===== src/hw/rtl/psw_pkg.sv =====
// Shared types and constants for the strip-weight projector.
// No dependencies; used by every file under hw/rtl except psw_if.
package psw_pkg;

  localparam int unsigned MAX_IMAGE_DIM = 512;
  localparam int unsigned MAX_BINS      = 1024;

  localparam logic [16:0] ONE_Q16 = 17'h10000;

  // numerator and divisor widths of the weight divider
  localparam int unsigned NUM_W = 47;
  localparam int unsigned DEN_W = 32;
  // quotient bits worked out one per stage
  localparam int unsigned Q_BITS = 17;
  // divider depth: overflow stage plus one stage per quotient bit
  localparam int unsigned DIV_LAT = Q_BITS + 1;
  // edge setup stages in front of the divider
  localparam int unsigned EDGE_LAT = 2;
  localparam int unsigned SB_DEPTH = EDGE_LAT + DIV_LAT;

  typedef enum logic [1:0] {
    CFG_IMAGE_WIDTH  = 2'd0,
    CFG_IMAGE_HEIGHT = 2'd1,
    CFG_BIN_COUNT    = 2'd2
  } cfg_idx_t;

  // geometry result handed to the edge stages
  typedef struct packed {
    logic               vld;
    logic               in_range;
    logic [10:0]        bin;
    logic [15:0]        a;
    logic [15:0]        b;
    logic signed [15:0] r;
  } geom_t;

  // divider operands of one edge
  typedef struct packed {
    logic [NUM_W-1:0] num;
    logic [DEN_W-1:0] den;
    logic             zero;
  } div_in_t;

endpackage


===== src/hw/rtl/psw_edge.sv =====
// Overhang of the footprint beyond one bin edge and the divider operands (2 stages).
// Depends on psw_pkg.
module psw_edge (
  input  logic               clk,
  input  logic               en,
  input  logic [15:0]        a,
  input  logic [15:0]        b,
  input  logic signed [15:0] rs,
  output psw_pkg::div_in_t   dvin
);

  logic signed [18:0] rs_x;
  logic signed [18:0] dl;
  logic signed [18:0] dq;
  logic signed [18:0] ln;

  logic        lin1;
  logic        quad1;
  logic [16:0] lnum1;
  logic [33:0] sq1;
  logic [31:0] ab1;
  logic [15:0] a1;

  logic [psw_pkg::NUM_W-1:0] num;
  logic [psw_pkg::DEN_W-1:0] den;

  assign rs_x = {{3{rs[15]}}, rs};
  assign dl = $signed({3'b0, a}) - $signed({3'b0, b}) - 19'sd16384 + rs_x;
  assign dq = $signed({3'b0, a}) + $signed({3'b0, b}) - 19'sd16384 + rs_x;
  assign ln = $signed({3'b0, a}) - 19'sd16384 + rs_x;

  // stage 1: pick linear or quadratic part of the trapezoid
  always_ff @(posedge clk) begin
    if (en) begin
      lin1  <= dl > 19'sd0;
      quad1 <= (dl <= 19'sd0) && (dq > 19'sd0);
      lnum1 <= ln[16:0];
      sq1   <= dq[16:0] * dq[16:0];
      ab1   <= a * b;
      a1    <= a;
    end
  end

  always_comb begin
    num = '0;
    den = {16'b0, a1};
    if (lin1) begin
      num = {15'b0, lnum1, 15'b0};
    end else if (quad1) begin
      num = {sq1, 13'b0};
      den = ab1;
    end
  end

  // stage 2: numerator with half the divisor added for round to nearest
  always_ff @(posedge clk) begin
    if (en) begin
      dvin.num  <= num + psw_pkg::NUM_W'(den >> 1);
      dvin.den  <= den;
      dvin.zero <= !(lin1 || quad1) || (den == '0);
    end
  end

endmodule


===== config.mk =====
export PLATFORM = sky130hd
export DESIGN_NAME = psw_edge
export DESIGN_NICKNAME = d
export VERILOG_FILES = /design/src/hw/rtl/psw_pkg.sv /design/src/hw/rtl/psw_edge.sv
export SDC_FILE = /design/constraint.sdc
export NUM_CORES = 2
export LEC_CHECK = 0
export BUFFER_PORTS_ARGS = -buffer_cell sky130_fd_sc_hd__buf_2
export CAP_MARGIN = 20
export CORE_MARGIN = 10
export CORE_UTILIZATION = 55
export CTS_BUF_LIST = sky130_fd_sc_hd__clkbuf_8
export DETAILED_ROUTE_END_ITERATION = 12
export GPL_TIMING_DRIVEN = 0
export PLACE_DENSITY = 0.73
export SLEW_MARGIN = 20
export SYNTH_ARGS = -nofsm -noshare
export SYNTH_HDL_FRONTEND = slang
export SYNTH_SLANG_ARGS = --single-unit

===== constraint.sdc =====
create_clock -name clk -period 27.7 [get_ports clk]
set_input_delay 5.54 -clock clk [delete_from_list [all_inputs] [get_ports clk]]
set_output_delay 5.54 -clock clk [all_outputs]
set_load 0.005 [all_outputs]

Yosys cells after proc, flatten, opt, wreduce, memory -nomap -nowiden
Cells that the tools add are included.
- add/sub/neg operators: 9
- multiply operators: 2
- divide/modulo/power cells: 0
- $lt $le $gt $ge: 3
- equality and inequality tests: 0
- shift-type cells: 0
- mux-type cells: 4
- bitwise logic cells: 0
- reduce and logical (&&, ||, !) cells: 5
- operators by type and width (kind ; count):
    2-to-1 mux 47 bit ; 2
    2-to-1 mux 32 bit ; 2
    adder 47 x 31 -> 47 bit ; 1
    adder 18 x 16 -> 19 bit ; 2
    greater-than comparator 19 x 1 -> 1 bit, second input constant ; 2
    multiplier 17 x 17 -> 34 bit ; 1
    logical NOT 32 bit ; 1
    multiplier 16 x 16 -> 32 bit ; 1
    <= comparator 19 x 1 -> 1 bit, second input constant ; 1
    subtractor 17 x 15 -> 18 bit, second input constant ; 1
    subtractor 17 x 16 -> 18 bit, second input constant ; 1
    adder 16 x 16 -> 17 bit ; 1
    adder 17 x 16 -> 17 bit ; 1
    subtractor 16 x 15 -> 17 bit, second input constant ; 1
    subtractor 16 x 16 -> 17 bit ; 1
    logical OR 1 bit ; 2
    logical AND 1 bit ; 1
    logical NOT 1 bit ; 1
- flip-flop bits (word level): 181
- bits in latches: 0
- bits in writable memories: 0
- ROM bits: 0
- input port bits: 50
- output and inout bits: 80
- logic and storage cells: 32
- memories kept: 0

Logic depth before layout (Yosys ltp)
- word-level depth: 5
- mapped depth: 46
- mapped depth without buffers: 45

Worst setup path before layout
Ideal clock, no wire load.
- path type: input to register
- start point: input b[1]
- end point: register sq1[33], data pin
- setup time: 0.260 ns
- arrival time: 14.701 ns
- data required time: 27.440 ns
- path slack: 12.739 ns
- stages: 45
- buffers on the path: 1
- cell sequence: inv_1 ha_1 inv_1 ha_1 inv_1 fa_1 nand2b_1 o21ai_0 a221o_1 a21o_1 a21o_1 a31o_2 nor2_1 xnor2_1 ha_1 and2_1 a221oi_1 nor4b_2 [9 not listed] fa_1 inv_1 fa_1 fa_1 inv_1 fa_1 inv_1 ha_1 a21oi_1 o21ai_0 or3_1 a221o_1 nand2_1 a31oi_1 a41o_1 nor2_1 a31oi_1 xnor2_1
- cells in the longest elaborated chain, start to end: 4
- RTL lines (element ; RTL line ; source):
    start, declared ; psw_edge.sv:7 ; input logic [15:0] b,
    adder 16 x 16 -> 17 bit ; psw_edge.sv:29 ; assign dq = $signed({3'b0, a}) + $signed({3'b0, b}) - 19'sd16384 + rs_x;
    subtractor 17 x 15 -> 18 bit ; psw_edge.sv:29 ;
    adder 18 x 16 -> 19 bit ; psw_edge.sv:29 ;
    multiplier 17 x 17 -> 34 bit ; psw_edge.sv:38 ; sq1 <= dq[16:0] * dq[16:0];
    end signal, assigned ; psw_edge.sv:38 ;
    end, declared ; psw_edge.sv:20 ; logic [33:0] sq1;
Every way passes these cells.
A chain may end at the register's enable or synchronous reset.

Worst setup path after layout
- start point: input b[1]
- end point: register sq1[32], data pin
The elaborated chain is that of the path after synthesis.

==> results.txt <==
----------------------------------------------------
[Detailed routing]
  Vias ... 20.7k
  WL/cell ... 19.7 um
  Drc violations ... 0
  Number of nets with antenna violations after detailed routing ... 0
  Number of vias per cell ... 5.60
  Number of search-and-repair iterations in the first detailed-routing pass ... 5
  Final WL ... 72800 um
  Number of design-rule violations left by the first detailed-router iteration ... 1546

[STA]
  Setup violators final ... 0
  Min Clock Period, post-route ... 16.46 ns
  Actual transition at the worst max-transition pin ... 1.15 ns
  Setup repair after global routing missed its margin ... false
  Slew Viols, Final ... 0
  Slew HR ... 0.233
  Setup tns final ... 0 ns
  Largest clock skew in the final design ... 0.00906 ns
  Share of the clock period used by the worst path after layout ... 0.594
  Top achievable clock speed ... 0.0607 GHz
  Hold Vio Cnt, Final ... 0

[Layout]
  Total number of nets in the final design ... 3820
  Post-synthesis to final-layout area growth ... 7.08%
  Filler cell count in the final layout ... 4260
  Fraction of layout cells with a size suffix above 1 ... 0.0713

[Worst hold path]
  Worst hold path type ... flip-flop to flip-flop

[Setup path]
  Endpoint class of the critical path ... flip-flop
  WP data arrival ... 16.66 ns
  Library cell appearing most often on the critical path ... inv_1
  Crit path launch type ... input port
  CP required ... 27.90 ns
  Critical-path maximum fanout ... 10
  Largest stage delay, worst path ... 0.56 ns
  Slowest CP cell ... fa_1
  Crit path kind ... input port to flip-flop

[Yosys]
  Post-Synthesis Cell Area ... 27200 um2
  Count of warnings emitted by yosys ... 0
  Ranking of synthesized cells by instance count ... inv_1 (584), fa_1 (389), ha_1 (364)
  Share of the yosys chip area belonging to registers ... 0.184
  Top cells by area in the synthesized netlist ... fa_1 (29%), edfxtp_1 (18%), ha_1 (17%)
  Number of synthesized register bits ... 167
  Synth top area share ... 0.286
  Count of different cell masters after synthesis ... 82
  Top_reg_cell synth ... edfxtp_1
  Largest area contributor in the synthesized netlist ... fa_1
  Most common cell in the synthesized netlist ... inv_1
  Number of flops mapped to enable cells by yosys ... 167
  Fraction of synthesis flops using an asynchronous set or reset pin ... 0
  Post-Synthesis Net Count ... 3671
  Synthesized instance count ... 2868
  Synthesized area divided by synthesized cell count ... 9.49 um2

[Die]
  Die height ... 242 um
  Horizontal die dimension ... 242 um
  I/O pin cnt ... 130
  Die footprint ... 58800 um2
  Row cnt ... 81
  Initial standard-cell utilization of the core ... 0.556
  Core Box Area ... 49000 um2

[GRT]
  GRT Resource Usage Total ... 0.246
  Vias in the first global route ... 21.1k
  Sum of overflow across all layers after global routing ... 0
  Initial antenna violation count ... 3
  Wire length of the first global-routing pass ... 115000 um
  Pin count of the biggest net entering global routing ... 99

[Clock tree]
  Clock Sink Count ... 167
  Count of instances resized after the clock tree is built ... 0
  Hold-fix buffers, CTS ... 0
  Clock buffer count from CTS ... 17
  Buffers from clock root to sink, at most ... 2
  Setup Fix Bufs, Post-CTS ... 0
  Register clock-pin slew on the reported worst setup and hold paths ... 0.09 ns
  Clock Latency Late Sink ... 0.45 ns
  Clk root buf ... clkbuf_8
  Clock tree from TritonCTS ... done
  Maximum level of the CTS H-tree ... 4

[Place]
  Detailed placer's ending HPWL ... 61600 um
  Count of port buffers added during placement ... 129
  Placer's final routability congestion estimate ... 0.959

[Job]
  Max Cap Violations ... 0

[Run status]
  Outcome ... finished, final reports clean

----------------------------------------------------
## layer usage
metal	part of all wire	wire length, um	global-route usage
met4	0.023	1650	0.0596
met2	0.47	33900	0.402
met5	0.00027	20	0
met1	0.43	31300	0.341
met3	0.082	5940	0.0342
## path summary, 6_finish.rpt
kind | from | endpoint | slack [ns] | cells past startpoint
worst min-delay path | ab1[10]$_DFFE_PP_ | dvin[42]$_DFFE_PP_ | 0.54 | 2
worst max register to register | lin1$_DFFE_PP_ | dvin[66]$_DFFE_PP_ | 22.16 | 19
worst min register to register | ab1[10]$_DFFE_PP_ | dvin[42]$_DFFE_PP_ | 0.54 | 2
worst max-delay path | b[1] | sq1[32]$_DFFE_PP_ | 11.24 | 46
## metrics by stage
| stage | std cells | setup slack (ns) | util | hold slack, ns | instance area (um2) |
|---|---|---|---|---|---|
| 2_1_floorplan | 2868 | 12.74 | - | 0.505 | 27200 |
| 3_3_place_gp | 3661 | 11.19 | 0.586 | 0.523 | 28700 |
| 3_5_place_dp | 3662 | 11.00 | 0.587 | 0.524 | 28700 |
| 4_1_cts | 3694 | 11.44 | 0.595 | 0.540 | 29100 |
| 5_1_grt | 3694 | 10.57 | 0.595 | 0.560 | 29100 |
| 6_report | 3696 | 11.24 | 0.595 | 0.544 | 29100 |
## cells in the final DEF (no fill, tap or decap), drive strengths merged, types with 21 or more instances in the layout
master and n:
inv 597, nand3 24, a21o 53, xnor2 107, a21oi 96, o21ai 61
and3 22, edfxtp 167, fa 389, nor3 34, ha 364, and2 83
nand2b 21, nand2 333, clkbuf 76, xor2 50, buf 146, nor2 194
## final cells by class
class | instances | area [um2] | share of cell area
multi-input cells | 2034 | 19700 | 0.675
flip-flops and latches | 167 | 5010 | 0.172
inverters | 592 | 2220 | 0.0763
well taps | 664 | 831 | 0.0285
repair buffers | 130 | 683 | 0.0234
plain buffers | 75 | 340 | 0.0117
clock buffers | 17 | 234 | 0.00803
clock inverters | 15 | 144 | 0.00494
diodes | 2 | 5.00 | 0.000172
## cells by family after synthesis
family	synth area share
adders and majority gates	0.454
muxes	0.000368
other	0.000276
and+or+nand+nor	0.130
DFF	0.184
xor gates and xnor gates	0.0518
buffers and inverters	0.0942
AOI/OAI and AO/OA	0.0858
## registers in the layout (all words and copies together) (netlist names)
register	flops
lnum1	17
sq1	33
quad1	1
dvin	67
a1	16
lin1	1
ab1	32
## critical path, delay by kind of cell
| family | cells | cell delay (ns) |
|---|---|---|
| adders and majority gates | 11 | 4.64 |
| AOI/OAI and AO/OA | 14 | 3.21 |
| buffers and inverters | 11 | 1.41 |
| and+or+nand+nor | 7 | 1.33 |
| xor gates and xnor gates | 3 | 0.51 |
Power is left out: the tool's default activity adds up to more than one toggle a clock period on the data nets, which glitch-free logic cannot reach.
