## config.mk

```make
export PLATFORM = sky130hd
export DESIGN_NAME = psw_div
export DESIGN_NICKNAME = d
export VERILOG_FILES = /design/src/hw/rtl/psw_pkg.sv /design/src/hw/rtl/psw_div.sv
export SDC_FILE = /design/constraint.sdc
export NUM_CORES = 2
export LEC_CHECK = 0
export BUFFER_PORTS_ARGS = -buffer_cell sky130_fd_sc_hd__buf_2
export CAP_MARGIN = 40
export CORE_UTILIZATION = 69
export CTS_BUF_LIST = sky130_fd_sc_hd__clkbuf_16
export CTS_CLUSTER_DIAMETER = 120
export DETAILED_ROUTE_END_ITERATION = 6
export PLACE_DENSITY = 0.86
export SLEW_MARGIN = 20
export SYNTH_ARGS = -nofsm -noshare
export SYNTH_HDL_FRONTEND = slang
export SYNTH_SLANG_ARGS = --single-unit
```

## constraint.sdc

```tcl
create_clock -name clk -period 8.05 [get_ports clk]
set_clock_uncertainty 0.05 [all_clocks]
set_input_delay 0 -clock clk [delete_from_list [all_inputs] [get_ports clk]]
set_output_delay 0 -clock clk [all_outputs]
set_load 0.03 [all_outputs]
```

## src/hw/rtl/psw_pkg.sv

```systemverilog
// Shared types and constants for the strip-weight projector.
// No dependencies; used by every file under hw/rtl except psw_if.
package psw_pkg;

  localparam int unsigned MAX_IMAGE_DIM = 512;
  localparam int unsigned MAX_BINS      = 1024;

  localparam logic [16:0] ONE_Q16 = 17'h10000;

  // numerator and divisor widths of the weight divider
  localparam int unsigned NUM_W = 47;
  localparam int unsigned DEN_W = 32;
  // quotient bits worked out one per stage
  localparam int unsigned Q_BITS = 17;
  // divider depth: overflow stage plus one stage per quotient bit
  localparam int unsigned DIV_LAT = Q_BITS + 1;
  // edge setup stages in front of the divider
  localparam int unsigned EDGE_LAT = 2;
  localparam int unsigned SB_DEPTH = EDGE_LAT + DIV_LAT;

  typedef enum logic [1:0] {
    CFG_IMAGE_WIDTH  = 2'd0,
    CFG_IMAGE_HEIGHT = 2'd1,
    CFG_BIN_COUNT    = 2'd2
  } cfg_idx_t;

  // geometry result handed to the edge stages
  typedef struct packed {
    logic               vld;
    logic               in_range;
    logic [10:0]        bin;
    logic [15:0]        a;
    logic [15:0]        b;
    logic signed [15:0] r;
  } geom_t;

  // divider operands of one edge
  typedef struct packed {
    logic [NUM_W-1:0] num;
    logic [DEN_W-1:0] den;
    logic             zero;
  } div_in_t;

endpackage

```

## src/hw/rtl/psw_div.sv

```systemverilog
// Pipelined restoring divider, one quotient bit per stage, saturating at one in Q1.16.
// Depends on psw_pkg.
module psw_div (
  input  logic             clk,
  input  logic             en,
  input  psw_pkg::div_in_t din,
  output logic [16:0]      quo
);

  localparam int unsigned LAST = psw_pkg::DIV_LAT - 1;
  localparam int unsigned REM_W = psw_pkg::DEN_W + psw_pkg::Q_BITS + 1;

  logic [REM_W-1:0]          rem   [0:LAST];
  logic [psw_pkg::DEN_W-1:0] den_s [0:LAST];
  logic [16:0]               q_s   [0:LAST];
  logic [LAST:0]             ovf_s;
  logic [LAST:0]             zero_s;
  logic [REM_W:0]            trial [1:LAST];

  always_comb begin
    for (int s = 1; s <= LAST; s++) begin
      trial[s] = {1'b0, rem[s-1]} - ((REM_W+1)'(den_s[s-1]) << (LAST - s));
    end
  end

  always_ff @(posedge clk) begin
    if (en) begin
      // quotient of two to the seventeenth or more saturates anyway
      rem[0]    <= REM_W'(din.num);
      den_s[0]  <= din.den;
      q_s[0]    <= '0;
      ovf_s[0]  <= REM_W'(din.num) >= (REM_W'(din.den) << psw_pkg::Q_BITS);
      zero_s[0] <= din.zero;
      for (int s = 1; s <= LAST; s++) begin
        rem[s]    <= trial[s][REM_W] ? rem[s-1] : trial[s][REM_W-1:0];
        q_s[s]    <= {q_s[s-1][15:0], !trial[s][REM_W]};
        den_s[s]  <= den_s[s-1];
        ovf_s[s]  <= ovf_s[s-1];
        zero_s[s] <= zero_s[s-1];
      end
    end
  end

  always_comb begin
    if (zero_s[LAST]) begin
      quo = '0;
    end else if (ovf_s[LAST] || (q_s[LAST] > psw_pkg::ONE_Q16)) begin
      quo = psw_pkg::ONE_Q16;
    end else begin
      quo = q_s[LAST];
    end
  end

endmodule

```

Word level (Yosys, flattened, before mapping)
Memory sizes are Yosys's and may differ from the RTL's.
Index checks and enable logic that the tools add are counted.
{"block": "classes", "n_lt_le_gt_ge": 2, "n_addsub": 17, "mux": 21, "n_reduce_logical": 18}
{"cell": "50-bit two-way mux", "count": 17}
{"cell": "50-bit by 32-bit subtractor with 51-bit output", "count": 1}
{"cell": "50-bit by 33-bit subtractor with 51-bit output", "count": 1}
{"cell": "50-bit by 34-bit subtractor with 51-bit output", "count": 1}
{"cell": "50-bit by 35-bit subtractor with 51-bit output", "count": 1}
{"cell": "50-bit by 36-bit subtractor with 51-bit output", "count": 1}
{"cell": "50-bit by 37-bit subtractor with 51-bit output", "count": 1}
{"cell": "50-bit by 38-bit subtractor with 51-bit output", "count": 1}
{"cell": "50-bit by 39-bit subtractor with 51-bit output", "count": 1}
{"cell": "50-bit by 40-bit subtractor with 51-bit output", "count": 1}
{"cell": "50-bit by 41-bit subtractor with 51-bit output", "count": 1}
{"cell": "50-bit by 42-bit subtractor with 51-bit output", "count": 1}
{"cell": "50-bit by 43-bit subtractor with 51-bit output", "count": 1}
{"cell": "50-bit by 44-bit subtractor with 51-bit output", "count": 1}
{"cell": "50-bit by 45-bit subtractor with 51-bit output", "count": 1}
{"cell": "50-bit by 46-bit subtractor with 51-bit output", "count": 1}
{"cell": "50-bit by 47-bit subtractor with 51-bit output", "count": 1}
{"cell": "50-bit by 48-bit subtractor with 51-bit output", "count": 1}
{"cell": "47-bit by 49-bit greater-or-equal comparator with 1-bit output", "count": 1}
{"cell": "17-bit two-way mux", "count": 2}
{"cell": "17-bit > comparator, second input constant", "count": 1}
{"cell": "1-bit logical NOT", "count": 17}
{"cell": "1-bit two-way mux", "count": 2}
{"cell": "1-bit logical OR", "count": 1}
{"block": "totals", "out_inout_bits": 17, "elab_cells": 63, "ramBits": 1782, "inputBits": 82, "memories": 3, "ff_bits": 36}
{"memory": "rem", "words": 18, "width": 50, "read_ports": 17, "rd_clocked_by_memory_dff": 0, "wr": 18, "line_no": "psw_div.sv:13", "rtl": "logic [REM_W-1:0] rem [0:LAST];"}
{"memory": "den_s", "words": 18, "width": 32, "read_ports": 17, "rd_clocked_by_memory_dff": 0, "wr": 18, "line_no": "psw_div.sv:14", "rtl": "logic [psw_pkg::DEN_W-1:0] den_s [0:LAST];"}
{"memory": "q_s", "words": 18, "width": 17, "read_ports": 18, "rd_clocked_by_memory_dff": 0, "wr": 18, "line_no": "psw_div.sv:15", "rtl": "logic [16:0] q_s [0:LAST];"}

Longest topological paths before layout
{"block": "depth", "word_depth": 4, "depth_mapped": 16, "depth_no_buf": 15}

Worst setup path before layout
Ideal clock, no wire load.
{"block": "synth_path", "path_kind": "register to register", "from": "memory rem[0][16] (netlist name)", "to": "memory rem[1][17] (netlist name) (data pin)", "path_buffers": 1, "path_stages_with_launch": 16, "setup_time_ns": 0.260, "arrival_ns": 3.259, "required_ns": 7.740, "slack_ns": 4.481, "cell_sequence": "edfxtp_1 -> inv_1 -> ha_1 -> inv_1 -> fa_1 -> a21oi_1 -> o22ai_1 -> o311ai_2 -> nor2_1 -> a21oi_1 -> o21ai_1 -> a211oi_2 -> o31a_1 -> a21o_1 -> buf_2 -> mux2_2"}
{"element": "start: declaration", "line_no": "psw_div.sv:13"}

==> parameters.txt <==
Parameter                              Value

Detailed routing
  Via density per instance    6.13
  Remaining routing DRC violations    0
  Routed wirelength normalized by instance count    approximately 18 µm
  Detailed Route WL    about 180000 µm
  Routed vias    approximately 59000
  Remaining number of nets flagged by the antenna check after routing    0
  Iteration-0 DRC count of the detailed router    about 4800
  Number of detailed-route iterations in the first pass    6

Power and ir drop
  Fraction of power spent switching nets    a little over a third
  Part of the power in the clock network    22.6%
  Flop pwr share    between 30% and 40%
  Internal Dissipation    about 21 mW
  Net switching component of the power    roughly 11 mW
  Share of power burned in combinational logic    between 30% and 40%
  Worst voltage drop across the vdd grid    about 250 µV
  Leakage dissipation    between 30 and 40 nW
  Overall power    approximately 33 mW
  P per Cell Area    345 nW/µm²

Timing
  Final setup violation count    0
  Slew at the pin with the worst max-slew slack    0.960 ns
  Tcrit/Tclk final    ~64%
  Setup repair after global routing missed its margin    no
  Slew margin rel.    roughly a third
  Max Slew Vio Count    0
  Max Freq    slightly below 200 MHz
  Final critical delay including setup and external delays    between 5 and 6 ns
  Min setup slack post-route    2.93 ns
  Final hold violation count    0
  Setup Total Neg Slack    0 ns

CTS
  TritonCTS clock tree    done
  Clock-pin slew on the worst setup and hold paths    0.06 ns
  Resize count post-CTS    0
  Clock root buffer master    clkbuf_16
  Clk sink count    between 1500 and 2000
  Insertion delay of the later-clocked pin in the worst-skew pair    between 0.7 and 0.8 ns
  TritonCTS buffer count    around 160
  Setup Buffers After CTS    0
  Number of levels in the clock H-tree    4
  Maximum buffer depth of the clock tree    3

Logic synthesis
  Most used DFF post-synth    edfxtp_1
  Total nets after synthesis    8226
  Post-synth EDFFs    between 1500 and 2000
  Sequential share of the synthesized area    a little under three fifths
  Count of state elements after synthesis    1580
  Synth cell types    112
  Most frequently used cell type in the post-synthesis netlist    edfxtp_1
  Biggest area consumer among synthesized cells    edfxtp_1
  Top cells by area in the synthesized netlist    edfxtp_1 (55%), ha_1 (8.4%), a21oi_1 (4.1%)
  Mean cell area of the mapped netlist    ~11 µm²
  Top post-synthesis cells by count    edfxtp_1 (1580), inv_1 (727), a21oi_1 (707)
  Fraction of registers with async set/reset    0%
  Synth top area share    between 50 and 60%
  Synth warnings    0
  Synthesized area    around 85000 µm²
  Gate Count Post-Synth    around 7600

Floorplanning
  Starting density of the core    between 60% and 70%
  Floorplan die width    about 350 µm
  Core Box Area    between 100000 and 150000 µm²
  Row count    128
  Vert. Die Dim    roughly 350 µm
  Overall die area    approximately 130000 µm²
  Io pins    99

Critical path
  Worst EP arrival    about 5.6 ns
  Number of cells traversed by the worst register-to-register path    15
  Crit. Startpoint    rem[0][16]
  Sort of element at the end of the critical path    flop
  Number of cells on the critical path    15
  End point of the critical path    rem[1][17]
  Crit path buffers/inverters    3
  Critical Path Fanout Max    60
  Category of the most critical setup path    flop to flop
  Largest delay contributor family on the critical path    compound AO/OA/AOI/OAI gates
  Ordered list of cells on the worst path    inv_1 > ha_1 > inv_1 > fa_1 > a21oi_1 > o22ai_1 > o311ai_2 > nor2_1 > a21oi_1 > o21ai_1 > a211oi_2 > o31a_1 > a21o_1 > buf_4 > mux2_2
  Reg2reg end    rem[1][17]
  Minimum setup slack among reg-to-reg paths    about 2.9 ns
  Element type at the critical path start    flop
  Critical Path RT    around 8.5 ns
  Slowest cell on crit path    o311ai_2
  Startpoint of the worst-slack reg-to-reg timing path    rem[0][16]
  Maximum cell stage delay along the critical path    0.68 ns

Flow run
  Max-cap viol count    0

Worst hold path
  Worst min path class    input port to flop

GRT
  Pin count of the biggest net entering global routing    approximately 170
  Met2 track demand over resource    between 50% and 60%
  Met3 Track Usage GR    between 3 and 4%
  Number of antenna violations at the first check in global routing    1
  Gr ovfl total    0
  Global-route met1 utilization    ~30%
  Total GRT Usage    ~28%
  Wire length of the first global-routing pass    288000 µm
  Vias in the first global route    60700
  Most heavily used metal layer in global routing    met2

Placed design
  I/O Buffers    98
  Final weighted congestion in routability-driven placement    0.977
  Worst slack at placement    ~3.3 ns
  Half-perimeter wire length after placement    120000 µm

Cells and area
  Number of nets in the layout    roughly 8500
  Relative area change from synthesis to final layout    10.8%
  Fraction of final layout cells with drive strength greater than 1    between 6 and 7%
  Number of fill cells in the layout    slightly above 7000
  Final core area utilization    ~77%

Run status
  Run status    finished, final reports clean
-- worst register-to-register path: cells and delay by family, from the launching register on --
| kind | cells | cell delay (ns) |
|---|---|---|
| AND/OR/NAND/NOR | 1 | 0.16 |
| multiplexers | 1 | 0.50 |
| AO/OA/AOI/OAI | 8 | 2.49 |
| adder cells (fa/ha/maj) | 2 | 0.60 |
| flip-flops | 1 | 0.40 |
| buffers and inverters | 3 | 0.65 |
-- layout make-up --
type	count	area [µm²]	share of cell area (%)
Multi-Input combinational cell	5052	34600	36.5
Clock buffer	167	4180	4.41
Sequential cell	1580	47400	50.1
Antenna cell	2	5.00	0.00528
Clock inverter	134	1070	1.13
Tap cell	1625	2030	2.15
Timing Repair Buffer	304	2630	2.77
Inverter	732	2750	2.90
-- state kept, by name, summed over array words and instances, names as in the netlist --
name    flops
den_s     544
ovf_s      18
q_s       153
rem       847
zero_s     18
-- worst min path at each step --
stage / startpoint / end / slack (ns) / depth (start not counted)
floorplan: din[1] / den_s[0][0] / 0.05 / 0
global placement: din[0] / zero_s[0] / 0.13 / 1
detailed placement: din[0] / zero_s[0] / 0.13 / 1
CTS: en / rem[2][48] / 0.26 / 2
global route: en / rem[2][48] / 0.28 / 2
finish: en / rem[2][48] / 0.27 / 2
-- per-layer routing --
layer  vias to the layer above  part of all wire, %
li1                      28200                    -
met1                     27800                   36
met2                      2226                   54
met3                       663                  4.4
met4                         0                  5.3
met5                         -                    0
-- cell usage in the layout (no fill, tap or decap), types with 101 or more instances in the layout --
cell and instances:
buf_2 101, nand2_1 562, dlygate4sd3_1 161, nor2_1 480, o21ai_0 450, inv_1 763
xor2_1 259, nand3_1 105, nor3_1 107, ha_1 572, clkbuf_16 167, a21o_1 281
xnor2_1 327, a21oi_1 707, edfxtp_1 1580
-- kinds of logic after synthesis --
family | share of synthesized area, %
and+or+nand+nor | 10.2
adders and majority gates | 8.75
DFF | 55.5
other | 0.00439
buffers and inverters | 4.13
AOI/OAI and AO/OA | 14.3
xor gates and xnor gates | 6.00
muxes | 1.12
-- power by group through the flow --
stage,Sequential (mW),Clock (mW),Combinational [mW]
after global routing,12.7,7.78,14.0
after CTS,12.5,7.45,12.4
final,12.6,7.37,12.7
after floorplan,12.3,0,9.66
after global placement,12.6,0,11.8
after detailed placement,12.7,0,12.2
-- stage by stage --
step | hold WS, ns | cell area (µm²) | instances
final | 0.272 | 94700 | 9596
after global routing | 0.278 | 94700 | 9595
after CTS | 0.257 | 94600 | 9587
after detailed placement | 0.129 | 87700 | 9125
after global placement | 0.126 | 87700 | 9120
after floorplan | 0.0489 | 85500 | 7556
-- repair_timing --
action | CTS | global route
hold buffers | 161 | 0
setup endpoints to repair | 0 | 0
hold endpoints to repair | 234 | 0
No activity file was read; power rests on OpenSTA's default activity.
