**config.mk**
```make
export PLATFORM = sky130hd
export DESIGN_NAME = psw_geom
export DESIGN_NICKNAME = d
export VERILOG_FILES = /design/src/hw/rtl/psw_pkg.sv /design/src/hw/rtl/psw_geom.sv
export SDC_FILE = /design/constraint.sdc
export NUM_CORES = 1
export LEC_CHECK = 0
export ABC_CLOCK_PERIOD_IN_PS = 21900
export BUFFER_PORTS_ARGS = -buffer_cell sky130_fd_sc_hd__buf_2
export CORE_ASPECT_RATIO = 1.1
export CORE_MARGIN = 2
export CORE_UTILIZATION = 60
export DETAILED_ROUTE_END_ITERATION = 8
export GPL_TIMING_DRIVEN = 0
export PLACE_DENSITY = 0.79
export SLEW_MARGIN = 20
export SYNTH_ARGS = -nofsm -noshare
export SYNTH_HDL_FRONTEND = slang
export SYNTH_SLANG_ARGS = --single-unit
```
**constraint.sdc**
```tcl
create_clock -name clk -period 21.9 [get_ports clk]
set_clock_uncertainty 0.05 [all_clocks]
set_input_delay 4.38 -clock clk [delete_from_list [all_inputs] [get_ports clk]]
set_output_delay 4.38 -clock clk [all_outputs]
set_load 0.02 [all_outputs]
```
**src/hw/rtl/psw_pkg.sv**
```systemverilog
// Shared types and constants for the strip-weight projector.
// No dependencies; used by every file under hw/rtl except psw_if.
package psw_pkg;

  localparam int unsigned MAX_IMAGE_DIM = 512;
  localparam int unsigned MAX_BINS      = 1024;

  localparam logic [16:0] ONE_Q16 = 17'h10000;

  // numerator and divisor widths of the weight divider
  localparam int unsigned NUM_W = 47;
  localparam int unsigned DEN_W = 32;
  // quotient bits worked out one per stage
  localparam int unsigned Q_BITS = 17;
  // divider depth: overflow stage plus one stage per quotient bit
  localparam int unsigned DIV_LAT = Q_BITS + 1;
  // edge setup stages in front of the divider
  localparam int unsigned EDGE_LAT = 2;
  localparam int unsigned SB_DEPTH = EDGE_LAT + DIV_LAT;

  typedef enum logic [1:0] {
    CFG_IMAGE_WIDTH  = 2'd0,
    CFG_IMAGE_HEIGHT = 2'd1,
    CFG_BIN_COUNT    = 2'd2
  } cfg_idx_t;

  // geometry result handed to the edge stages
  typedef struct packed {
    logic               vld;
    logic               in_range;
    logic [10:0]        bin;
    logic [15:0]        a;
    logic [15:0]        b;
    logic signed [15:0] r;
  } geom_t;

  // divider operands of one edge
  typedef struct packed {
    logic [NUM_W-1:0] num;
    logic [DEN_W-1:0] den;
    logic             zero;
  } div_in_t;

endpackage

```
**src/hw/rtl/psw_geom.sv**
```systemverilog
// Projection of the pixel centre, rounding to a bin and window check (3 stages).
// Depends on psw_pkg.
module psw_geom (
  input  logic               clk,
  input  logic               rst,
  input  logic               en,
  input  logic [9:0]         image_width,
  input  logic [9:0]         image_height,
  input  logic [10:0]        bin_count,
  input  logic               pvld,
  input  logic [8:0]         pixel_row,
  input  logic [8:0]         pixel_col,
  input  logic signed [15:0] angle_cos,
  input  logic signed [15:0] angle_sin,
  output psw_pkg::geom_t     geo
);

  logic [8:0]         half_w;
  logic [8:0]         half_h;
  logic signed [10:0] x;
  logic signed [10:0] y;
  logic signed [26:0] px_full;
  logic signed [26:0] py_full;
  logic [15:0]        aco;
  logic [15:0]        asi;

  logic               vld1;
  logic signed [26:0] px1;
  logic signed [26:0] py1;
  logic [15:0]        a1;
  logic [15:0]        b1;

  logic               vld2;
  logic signed [27:0] xx2;
  logic [15:0]        a2;
  logic [15:0]        b2;

  logic signed [27:0] xr;
  logic signed [13:0] ix;
  logic signed [14:0] e;
  logic signed [14:0] pos;
  logic signed [14:0] pos_max;

  assign half_w = image_width[9:1];
  assign half_h = image_height[9:1];

  assign x = $signed({2'b0, pixel_col}) - $signed({2'b0, half_w});
  assign y = $signed({2'b0, half_h}) - $signed({2'b0, pixel_row});
  assign px_full = x * angle_cos;
  assign py_full = y * angle_sin;
  assign aco = angle_cos[15] ? 16'(-angle_cos) : angle_cos;
  assign asi = angle_sin[15] ? 16'(-angle_sin) : angle_sin;

  // stage 3: round to nearest bin, residue in Q15
  assign xr      = xx2 + 28'sd8192;
  assign ix      = xr[27:14];
  assign e       = $signed({1'b0, xr[13:0]}) - 15'sd8192;
  assign pos     = $signed({ix[13], ix}) + $signed({6'b0, half_w});
  assign pos_max = $signed({5'b0, image_width}) - 15'sd2;

  always_ff @(posedge clk) begin
    if (rst) begin
      vld1 <= 1'b0;
      vld2 <= 1'b0;
      geo.vld <= 1'b0;
    end else if (en) begin
      vld1 <= pvld;
      vld2 <= vld1;
      geo.vld      <= vld2;
      geo.in_range <= (pos >= 15'sd1) && (pos <= pos_max);
      geo.bin      <= ix[10:0] + {1'b0, bin_count[10:1]} - 11'd1;
      geo.a        <= a2;
      geo.b        <= b2;
      geo.r        <= {e, 1'b0};
    end
  end

  // stage 1: the two products and the footprint half-widths
  always_ff @(posedge clk) begin
    if (en) begin
      px1 <= px_full;
      py1 <= py_full;
      a1  <= (asi > aco) ? asi : aco;
      b1  <= (asi > aco) ? aco : asi;
    end
  end

  // stage 2: projected centre, Q14
  always_ff @(posedge clk) begin
    if (en) begin
      xx2 <= 28'(px1) + 28'(py1);
      a2  <= a1;
      b2  <= b1;
    end
  end

endmodule

```
# Word-level counts from Yosys, hierarchy flattened
# Cells that the tools add are included.
# op_classes
add_sub_neg	11
multipliers	2
n_div	0
order_cmp	3
n_eq_ne	0
n_shift	0
mux	4
bitwise_logic	1
reduce_logical	2
# op_table
operator	count
$mux W16	4
$mul A10 B16 Y26	2
$neg A16 Y16	2
$add A28 B15 Y28 const B	1
$add A26 B26 Y27	1
$sub A9 B9 Y10	2
$gt A16 B16 Y1	1
$add A14 B10 Y15	1
$ge A15 B2 Y1 const B	1
$le A15 B11 Y1	1
$sub A14 B14 Y15 const B	1
$add A11 B10 Y11	1
$sub A10 B2 Y11 const B	1
$sub A11 B1 Y11 const B	1
$reduce_and A2 Y1	1
$logic_and A1 B1 Y1	1
$not A1 Y1	1
# word_totals
register_bits	206
latch_bits	0
mem_bits_rw	0
romBits	0
in_bits	85
output_inout_bits	61
wordCells	38
mem_count	0

# Depth between registers and ports, before layout
# Gate-level depths: netlist (run 1).
# depth
word_depth	4
depth_mapped	32
depth_no_buf	31

# Worst setup path after synthesis (run 1)
# OpenSTA, ideal clock, no wires.
# synth_timing
kind	input to register
start	input port pixel_col[0]
end	register px1[24], data pin
t_arrival_ns	11.059
t_required_ns	21.592
setup_slack_ns	10.534
path_stages	31
cell_sequence	inv_1 ha_1 inv_1 fa_1 a21o_1 a21oi_1 o21ai_0 a21oi_1 o21bai_1 a21oi_1 xnor2_1 clkbuf_1 nand2_1 fa_1 fa_1 inv_1 fa_1 fa_1 inv_1 fa_1 inv_1 ha_1 a21o_1 a21o_1 a21oi_1 a31oi_1 a31oi_1 o211ai_1 a31o_2 a21oi_1 xnor2_1
# synth_via
elab_chain_len	2
# synth_lines
item	line_no	text
start: declaration	psw_geom.sv:12	input logic [8:0] pixel_col,
$sub A9 B9 Y10	psw_geom.sv:47	assign x = $signed({2'b0, pixel_col}) - $signed({2'b0, half_w});
$mul A10 B16 Y26	psw_geom.sv:49	assign px_full = x * angle_cos;
via px_full[24]	psw_geom.sv:22	logic signed [26:0] px_full;
end signal: assignment	psw_geom.sv:81	px1 <= px_full;
end: declaration	psw_geom.sv:28	logic signed [26:0] px1;
# The timed path passes the listed nets, and every way through them passes these cells.
# A chain may end at the register's enable or synchronous reset.

# Worst setup path in the final report (run 1)
# layout_timing
start	input port image_width[2]
end	register px1[24], data pin
# layout_via
elab_chain_len	2
# layout_lines
item	line_no	text
start: declaration	psw_geom.sv:7	input logic [9:0] image_width,
$sub A9 B9 Y10	psw_geom.sv:47	
$mul A10 B16 Y26	psw_geom.sv:49	
via px_full[24]	psw_geom.sv:22	
# The timed path passes the listed nets, and every way through them passes these cells.

==> results of run 1 <==
-- cell usage in the layout, fill, tap and decap left out, drive strengths merged, types with 76 or more instances in the layout --
cell type and n:
inv 465, fa 283, ha 229, edfxtp 201
nand2 196, buf 150, and2 102, xnor2 96
nor2 88, clkbuf 77, a21oi 76
-- synthesized netlist by cell type (all sizes together), types with 13 or more instances --
master and instances:
inv 462, fa 283, ha 229, edfxtp 201, nand2 196, and2 102
xnor2 96, nor2 88, a21oi 76, o21ai 61, clkbuf 53, xor2 52
nor2b 47, mux2i 38, a21o 37, nand2b 26, nor3 20, nand4 14
o21a 14, o21bai 14, a31oi 13, o31ai 13
-- path summary, 6_finish.rpt --
kind | from | endpoint | slack, ns
setup reg to reg | xx2[13]$_DFFE_PP_ | geo[59]$_DFFE_PP_ | 17.02
hold reg to reg | xx2[2]$_DFFE_PP_ | geo[3]$_DFFE_PP_ | 0.37
hold / removal | xx2[2]$_DFFE_PP_ | geo[3]$_DFFE_PP_ | 0.37
setup / recovery | image_width[2] | px1[24]$_DFFE_PP_ | 9.77
-- critical path: cells and delay by family --
kind	cells	cell delay [ns]
XOR/XNOR	1	0.08
AND/OR/NAND/NOR	3	0.31
buffers and inverters	5	0.91
adder cells (fa/ha/maj)	7	3.36
AO/OA/AOI/OAI	14	3.31
-- per-layer routing --
metal	vias to the layer above	GRT usage, %
met5	-	0
met4	0	10.0
met3	105	3.34
met2	436	46.9
met1	8025	32.1
li1	7539	-
-- stage by stage --
stage / hold WS (ns) / cell area (um2) / setup slack, ns
4_1_cts: 0.368 / 24800 / 9.83
2_1_floorplan: 0.350 / 22800 / 10.53
5_1_grt: 0.367 / 24800 / 9.29
6_report: 0.367 / 24800 / 9.77
3_3_place_gp: 0.352 / 24100 / 9.46
3_5_place_dp: 0.355 / 24200 / 9.31
-- flip-flops by register name, indices dropped and copies added (netlist names) --
register and count:
vld2 1, a1 16, vld1 1, b2 16, px1 26, py1 26
geo 59, a2 16, b1 16, xx2 27
-- cell families (layout without fill, tap and decap cells) --
family | Yosys count | in the layout | synth area share [%]
AOI/OAI and AO/OA | 275 | 275 | 7.78
xor gates and xnor gates | 148 | 148 | 5.73
adders and majority gates | 513 | 513 | 37.5
buffers and inverters | 520 | 704 | 8.62
DFF | 204 | 204 | 26.8
muxes | 38 | 38 | 1.67
other | 1 | 1 | 0.0165
and+or+nand+nor | 540 | 540 | 11.9
-- layout make-up --
cell class / count / area [um2] / area share [%]
Multi-Input combinational cell: 1515 / 14700 / 59.3
Sequential cell: 204 / 6100 / 24.5
Inverter: 462 / 1730 / 6.98
Timing Repair Buffer: 145 / 783 / 3.15
Tap cell: 494 / 618 / 2.49
Clock buffer: 24 / 558 / 2.25
Buffer: 58 / 229 / 0.922
Clock inverter: 15 / 98.8 / 0.398
==> impl_metrics.py, run 1 <==
metrics = {
    "cells_and_area": {
        "final_cell_count_no_fill": 2917,
        "fill_cells": 2936,
        "fin_util_pct": 66.6,
        "num_antenna_cells": 0,
        "area_growth_pct": 9.07,
        "drive_above_1_share_pct": 8.42,
        "final_nets": 3005,
    },
    "synth": {
        "synth_area_leaders": "edfxtp_1 27%, fa_1 25%, ha_1 13%, inv_1 7.6%, xnor2_1 3.7%",
        "post_synth_num_cell_types": 66,
        "synthArstFlopShare_pct": 0,
        "yosysSeqAreaShare_pct": 26.8,
        "yosysTopAreaCellShare_pct": 26.5,
        "yosys.area.top_type": "edfxtp_1",
        "ys.flop_type": "edfxtp_1",
        "syn_area_per_cell_um2": 10.2,
        "syn_inst": 2239,
        "synth_seq_cells": 204,
        "netlist_area_um2": 22800,
        "syn_nets": 2836,
        "ys_warn_count": 0,
        "synth_edf_count": 201,
    },
    "sta": {
        "slew_violations": 0,
        "post-route-min-period_ns": 12.13,
        "timing.final.crit_share_pct": 55.4,
        "fmaxAchievable_ghz": 0.0824,
        "final_hold_viol_count": 0,
        "tightest_slew_ns": 0.967,
        "slew_headroom_pct": 35.1,
        "finalSetupTns_ns": 0,
        "setup_violations": 0,
        "rsz0062_at_grt": "false",
    },
    "critical_path": {
        "reg2regPathDepth": 19,
        "worst_ep_arrival_time_ns": 12.36,
        "crit_type": "in2reg",
        "cp_slowest_cell": "o21ai_1",
        "critPathLaunchType": "input port",
        "cp_common_cell": "fa_1",
        "cpPeakStageDelay_ns": 0.65,
        "cp_max_fo": 10,
        "critPathCaptureType": "flip-flop",
        "cp.required_ns": 22.12,
    },
    "cts": {
        "cts_setup_buffers": 0,
        "cts_tree": "done",
        "postCtsHoldBufs": 0,
        "cts-root-buf": "clkbuf_16",
        "clk_pin_slew_worst_paths_ns": 0.06,
        "cts-buffers-inserted": 22,
        "clock_path_buffers": 3,
        "clock_latency_ns": 0.52,
        "cts_max_level": 1,
        "cts.sinks": 204,
        "cts-resized-gates": 0,
    },
    "die": {
        "die_area_um2": 39500,
        "coreArea_um2": 37300,
        "rows": 74,
        "start_util_pct": 61.0,
        "die_w_um": 190,
        "ios": 146,
        "die_y_um": 208,
    },
    "placement": {
        "place.gp.congestion": 0.943,
        "dp_cells": 2878,
        "io_buffers": 142,
        "hpwl_um": 41300,
    },
    "routing": {
        "dr_wl_met2_um": 25900,
        "num_vias": 16105,
        "wl_per_cell_um": 17.1,
        "wl_met3_um": 2390,
        "drtIter0Drc": 914,
        "met1_length_um": 19700,
        "drc": 0,
        "finalWirelength_um": 49800,
        "ant_nets": 0,
        "drt_pre_antenna_iters": 5,
        "viasPerCell": 5.52,
        "highest_layer": "met4",
    },
    "grt": {
        "grt.overflow.total": 0,
        "grt_pass1_vias": 16834,
        "grt_pass1_wl_um": 82100,
        "antenna_found_initial": 0,
        "grt_use_total_pct": 26.2,
        "grt_start_max_net_pins": 113,
    },
    "hold_path": {
        "min_delay_path_depth": 0,
        "hold_path.class": "reg2reg",
    },
    "status": {
        "status": "complete, no violations",
    },
    "run": {
        "max_cap_violations": 0,
    },
}
Power of run 1 is not shown: default switching activity piles up to over one toggle a cycle in this logic, so the estimate is an artifact.
==> run 2, diff against run 1 <==
ABC_AREA = 1   (was unset)
ABC_CLOCK_PERIOD_IN_PS = 10900   (was 21900)
CORE_UTILIZATION = 57   (was 60)
clock period = 10.9 ns   (was 21.9 ns; I/O delays follow)
==> run 2 against run 1 <==
Net effect:
- count of clock-buffer cells in the layout up 4
- non-clock buffer count down 24
- final cell count up 14%
- sequential share of layout area down 0.51 points
- global-route usage up 1.4 points
- flip-flop and latch count unchanged
- via count up 13%
==> impl_metrics.py, run 2 <==
metrics = {
    "sta": {
        "timing.final.crit_share_pct": 80.5,
        "slew_headroom_pct": 39.0,
        "slew_violations": 0,
        "post-route-min-period_ns": 8.77,
        "setup_violations": 0,
        "fmaxAchievable_ghz": 0.114,
        "tightest_slew_ns": 0.911,
        "final_hold_viol_count": 0,
        "rsz0062_at_grt": "false",
        "finalSetupTns_ns": 0,
        "setup_slack_ns": 2.13,
    },
    "die": {
        "die_w_um": 197,
        "rows": 77,
        "start_util_pct": 58.0,
        "coreArea_um2": 40300,
        "ios": 146,
        "die_area_um2": 42600,
        "die_y_um": 216,
    },
    "cts": {
        "postCtsHoldBufs": 0,
        "cts_max_level": 1,
        "clock_latency_ns": 0.51,
        "cts.sinks": 204,
        "cts_setup_buffers": 0,
        "cts-resized-gates": 0,
        "cts-buffers-inserted": 23,
        "clk_pin_slew_worst_paths_ns": 0.06,
        "cts_tree": "done",
        "cts-root-buf": "clkbuf_16",
        "clock_path_buffers": 3,
    },
    "placement": {
        "place_ws_ns": 1.73,
        "postPlaceCellArea_um2": 24700,
        "io_buffers": 117,
        "place.gp.congestion": 0.986,
        "hpwl_um": 47900,
    },
    "critical_path": {
        "critPathLaunchType": "input port",
        "crit_type": "in2reg",
        "cp_max_fo": 10,
        "reg2regPathDepth": 29,
        "critPathCaptureType": "flip-flop",
        "worst_ep_arrival_time_ns": 8.96,
        "cp.required_ns": 11.09,
    },
    "cells_and_area": {
        "top_register": "geo",
        "final_nets": 3390,
        "final_common_cell": "inv_1",
        "drive_above_1_share_pct": 7.19,
        "area_growth_pct": 8.59,
        "most-common-layout-cells": "581 x inv_1, 476 x nand2_1, 283 x fa_1",
        "num_antenna_cells": 0,
        "reg_top3": "geo x59, xx2 x27",
        "largest_register_ffs": 59,
        "final_cell_area_um2": 25400,
    },
    "status": {
        "status": "complete, no violations",
    },
    "synth": {
        "synth_edf_count": 201,
        "syn_area_per_cell_um2": 8.82,
        "synth_seq_cells": 204,
        "synth_area_leaders": "edfxtp_1 26%, fa_1 24%, ha_1 12%, inv_1 9.3%, nand2_1 7.6%",
        "syn_nets": 3245,
        "synth_commonest_cells": "581 x inv_1, 476 x nand2_1, 283 x fa_1",
        "syn_inst": 2648,
        "synthArstFlopShare_pct": 0,
        "post_synth_num_cell_types": 54,
        "ys.flop_type": "edfxtp_1",
        "yosysMostFrequentCell": "inv_1",
        "netlist_area_um2": 23400,
        "yosysSeqAreaShare_pct": 26.1,
        "ys_warn_count": 0,
        "yosysTopAreaCellShare_pct": 25.8,
        "yosys.area.top_type": "edfxtp_1",
    },
    "grt": {
        "grt_pass1_wl_um": 93000,
        "grt.overflow.total": 0,
        "antenna_found_initial": 0,
        "grt_pass1_vias": 18472,
        "grt_start_max_net_pins": 107,
        "grt_use_total_pct": 27.6,
    },
    "routing": {
        "finalWirelength_um": 57100,
        "num_vias": 18145,
        "viasPerCell": 5.46,
        "drc": 0,
        "ant_nets": 0,
        "wl_per_cell_um": 17.2,
        "drtIter0Drc": 1230,
        "drt_pre_antenna_iters": 7,
    },
    "run": {
        "max_cap_violations": 0,
    },
    "hold_path": {
        "min_delay_path_depth": 0,
        "hold_path.class": "reg2reg",
    },
}
run 2: changes by cell type in the layout (fill, tap and decap cells not counted), moves of 46 or more:
| cell | delta |
|---|---|
| nand2_1 | +280 |
| and2_1 | -101 |
| inv_1 | +119 |
| nand3_1 | +59 |
| nor2b_1 | -46 |
| nor2_1 | +174 |
| xnor2_1 | -56 |
run 2: final cells by class:
type,instances,area (um2)
clock inverter,13,100
multi-input combinational,1797,14800
fill,3402,14900
buffer,59,267
clock buffer,28,594
timing repair buffer,120,663
tap,513,642
sequential,204,6100
inverter,588,2210
run 2: worst max-delay path, cell delays in order:
cell and delay (ns):
buf_2 0.08, inv_1 0.06, ha_1 0.23, fa_1 0.42, o21ai_1 0.28, or2_2 0.16
nand2_1 0.26, inv_1 0.17, clkbuf_1 0.54, nand2_1 0.17, fa_1 0.57, inv_1 0.06
fa_1 0.55, fa_1 0.44, fa_1 0.50, inv_1 0.05, fa_1 0.50, inv_1 0.05
ha_1 0.34, nand2_1 0.10, a21oi_1 0.06, a211oi_1 0.18, nand3_1 0.20, a21boi_0 0.49
nor2_1 0.08, nor2_1 0.14, xor2_1 0.08
run 2: cells by family after synthesis:
kind of cell | Yosys count | share of synthesized area [%]
DFF | 204 | 26.1
other | 1 | 0.0161
and+or+nand+nor | 885 | 15.5
xor gates and xnor gates | 136 | 5.13
buffers and inverters | 647 | 10.6
adders and majority gates | 512 | 36.5
AOI/OAI and AO/OA | 263 | 6.16
run 2: layer usage:
layer  GRT usage [%]  wire (um)  part of all wire, %  vias up
met4            8.50       1880                  3.3        0
met1            37.0      23500                   41     8762
li1                -          -                    -     8547
met5               0          0                    0        -
met2            46.8      27600                   48      723
met3            3.64       4150                  7.3      113
run 2: through the flow:
stage | utilization (%) | cells | hold slack [ns]
after global routing | 63.0 | 3322 | 0.351
after floorplan | - | 2648 | 0.350
final | 63.0 | 3322 | 0.349
after CTS | 63.0 | 3322 | 0.344
after global placement | 61.1 | 3278 | 0.352
after detailed placement | 61.3 | 3281 | 0.355
run 2: final timing paths:
kind | startpoint | endpoint | slack, ns
max | image_height[1] | py1[25]$_DFFE_PP_ | 2.13
min | a1[7]$_DFFE_PP_ | a2[7]$_DFFE_PP_ | 0.35
max reg2reg | xx2[13]$_DFFE_PP_ | geo[59]$_DFFE_PP_ | 6.52
min reg2reg | a1[7]$_DFFE_PP_ | a2[7]$_DFFE_PP_ | 0.35
Power of run 2 is left out for the same reason.
